===== src/rtl/pnk_ram.sv =====
`default_nettype none

module pnk_ram #(
  parameter int unsigned Width = 8,
  parameter int unsigned Depth = 16,
  localparam int unsigned AddrW = (Depth > 1) ? $clog2(Depth) : 1
) (
  input  logic             clk_i,
  input  logic             we_i,
  input  logic [AddrW-1:0] waddr_i,
  input  logic [Width-1:0] wdata_i,
  input  logic [AddrW-1:0] raddr_i,
  output logic [Width-1:0] rdata_o
);

  logic [Width-1:0] mem_q [Depth];
  logic [Width-1:0] rdata_q;

  always_ff @(posedge clk_i) begin
    if (we_i) begin
      mem_q[waddr_i] <= wdata_i;
    end
    rdata_q <= mem_q[raddr_i];
  end

  assign rdata_o = rdata_q;

endmodule

`default_nettype wire


===== config.mk =====
export PLATFORM = sky130hd
export DESIGN_NAME = pnk_ram
export DESIGN_NICKNAME = d
export VERILOG_FILES = /design/src/rtl/pnk_ram.sv
export SDC_FILE = /design/constraint.sdc
export NUM_CORES = 1
export LEC_CHECK = 0
export CORE_MARGIN = 2
export CORE_UTILIZATION = 45
export CTS_CLUSTER_SIZE = 14
export DETAILED_ROUTE_END_ITERATION = 8
export DONT_BUFFER_PORTS = 1
export GPL_TIMING_DRIVEN = 0
export SLEW_MARGIN = 20
export SYNTH_ARGS = -nofsm -noshare
export SYNTH_HDL_FRONTEND = slang
export SYNTH_SLANG_ARGS = --single-unit

===== constraint.sdc =====
create_clock -name clk_i -period 1.9 [get_ports clk_i]
set_clock_uncertainty 0.2 [all_clocks]
set_input_delay 0 -clock clk_i [delete_from_list [all_inputs] [get_ports clk_i]]
set_output_delay 0 -clock clk_i [all_outputs]
set_load 0.02 [all_outputs]

==> results.toml <==
[logic_synthesis]
synth.top_cell.area_share = 0.747
synth_area_leaders = "edfxtp_1 (75%), mux4_2 (7.9%), mux4_1 (7.1%)"
netlist_instances = 229
seq_area_frac_synth = 0.778
synthesis.area_um2 = 5150
synth_area_leader_cell = "edfxtp_1"
syn-num-nets = 247
syn_area_per_cell_um2 = 22.5
ys_ff_latch = 136
synth-warning-count = 0
synth.distinct_cells = 19

[detailed_routing]
viasPerCell = 5.50
drt_wl_total_um = 9860
ant_nets = 0
routedWlPerCell_um = 23.1
drt-initial-drc-count = 139
drt_pass1_iterations = 4
post-route-drc-count = 0
vias = 2342

[finish]
final_common_cell = "edfxtp_1"
final_core_util = 0.554
stdcell_count = 426
layout_common_cells = "edfxtp_1 (128), dlygate4sd3_1 (22), mux4_2 (18)"
fillers = 845
synthToLayoutAreaGrowth_pct = 21.3
drive_gt1_frac = 0.244
multi_input_area_um2 = 1090
final_nets = 288
antenna_cells = 0
seqCellArea_um2 = 4000

[timing]
final-setup-viol-count = 0
period_minus_slack_ns = 1.82
holdWs_ns = -0.0368
grt_setup_unrepaired = "yes"
setup_tns_ns = 0
tightest_slew_ns = 0.814
hold_viol_final = 16
slew_headroom = 0.455
fin_crit_sh = 0.956
slew_violations = 0
clock.fmax_mhz = 551

[floorplanning]
die_w_um = 111
fp-row-count = 39
core_area_um2 = 11300
die_area_um2 = 12300
start_util = 0.457
pin_count = 26
die_height_um = 111

[cts]
clk_pin_slew_ns = 0.06
clock_path_buffers = 2
post-cts-setup-buffer-count = 0
clock_latency_ns = 0.41
clock_sinks = 136
cts_root_buf = "clkbuf_16"
cts_buffers = 17
cts_tree = "built"
cts_max_level = 4

[grt]
grt-ovfl-total = 0
first_global_vias = 2474
grt_pass1_wl_um = 15000
grt_usage = 0.174
antenna_found_initial = 0
grt_max_degree = 17

[setup_path]
startpoint = "waddr_i[1]"
crit_type = "in -> reg"
arrival_ns = 1.65
r2r_cells = 3
reg2reg_setup_slack_ns = 0.24
required_ns = 1.74
cp_max_fo = 8
r2r_start = "mem_q[1][0]"
r2r-end = "rdata_o[0]"
cp-start-kind = "input port"
worst_setup_path_end_kind = "flop"

[power]
powerDensity_nw_per_um2 = 1170
peakVddDrop_mv = 0.608
leakage_uw = 0.00205
total_power_uw = 7320

[min_path]
hp-start = "waddr_i[0]"
whs_path_depth = 2
hp-class = "in -> reg"
holdPathEnd = "mem_q[10][6]"

[run_status]
status = "finished, violations left"
violations = "negative hold slack"

[place]
globalplace.congestion = 0.722
dp_hpwl_um = 5940
dp_cells = 372
port-buffer-count = 0

[run]
cap_viol_max_count = 0
[per-layer routing]
metal / up-vias / track usage / wire [um] / part of all wire
met5: - / 0 / 0 / 0
met4: 0 / 0.0650 / 129 / 0.013
met3: 11 / 0.0443 / 629 / 0.064
met2: 78 / 0.269 / 4760 / 0.48
met1: 1194 / 0.241 / 4340 / 0.44
li1: 1059 / - / - / -
[stage by stage]
stage | hold WS [ns] | setup slack (ns) | area [um^2]
global route | -0.00484 | -0.00929 | 6250
finish | -0.0368 | 0.0837 | 6250
floorplan | -0.101 | 0.207 | 5150
CTS | -0.134 | 0.0215 | 6210
global placement | -0.100 | -0.273 | 5330
detailed placement | -0.101 | 0.136 | 5340
[registers in the layout (all words and copies together) (netlist names)]
| signal | count |
|---|---|
| mem_q | 128 |
| rdata_o | 8 |
[area by class of cell]
type,count,area share
Multi-Input combinational cell,83,0.175
Clock buffer,20,0.0747
Tap cell,143,0.0286
Timing Repair Buffer,22,0.0353
Buffer,10,0.0138
Sequential cell,136,0.641
Clock inverter,12,0.0315
[Yosys cell counts (all sizes together)]
library cell and count:
and2 1, nand3b 2, nor2 13, a22oi 16, dfxtp 8, buf 7
mux4 32, nor2b 1, or3b 1, nand3 1, edfxtp 128, clkdlybuf4s25 3
nand2 9, nand2b 2, and2b 1, nor3 4
[worst max-delay path, cell delays in order]
cell	delay, ns
dlygate4sd3_1	0.76
nand2b_1	0.24
nor2_1	0.65
[cells by family (layout without fill, tap and decap cells)]
logic type / after synthesis / in the layout / share of synthesized area
AO/OA/AOI/OAI: 16 / 16 / 0.0233
buffers and inverters: 10 / 64 / 0.0168
flip-flops: 136 / 136 / 0.778
multiplexers: 32 / 32 / 0.150
AND/OR/NAND/NOR: 35 / 35 / 0.0318
[worst max path at each step]
stage | slack, ns | cells past startpoint | endpoint
after floorplan | 0.21 | 2 | mem_q[0][0]
after global placement | -0.27 | 2 | mem_q[0][7]
after detailed placement | 0.14 | 2 | mem_q[2][7]
after CTS | 0.02 | 3 | mem_q[2][4]
after global routing | -0.009 | 3 | mem_q[7][3]
final | 0.08 | 3 | mem_q[6][1]
[where the power goes]
group | switching (uW) | total, uW | internal (uW)
combinational | 177 | 315 | 138
sequential | 42.3 | 3400 | 3360
clock | 1180 | 3610 | 2430
[repair_timing]
action / 4_1_cts / 5_1_grt
gates resized for setup: 0 / 5
endpoints found under the hold margin: 264 / 47
setup endpoints to repair: 0 / 24
hold buffers: 21 / 1
(Power assumes the default switching activity.)
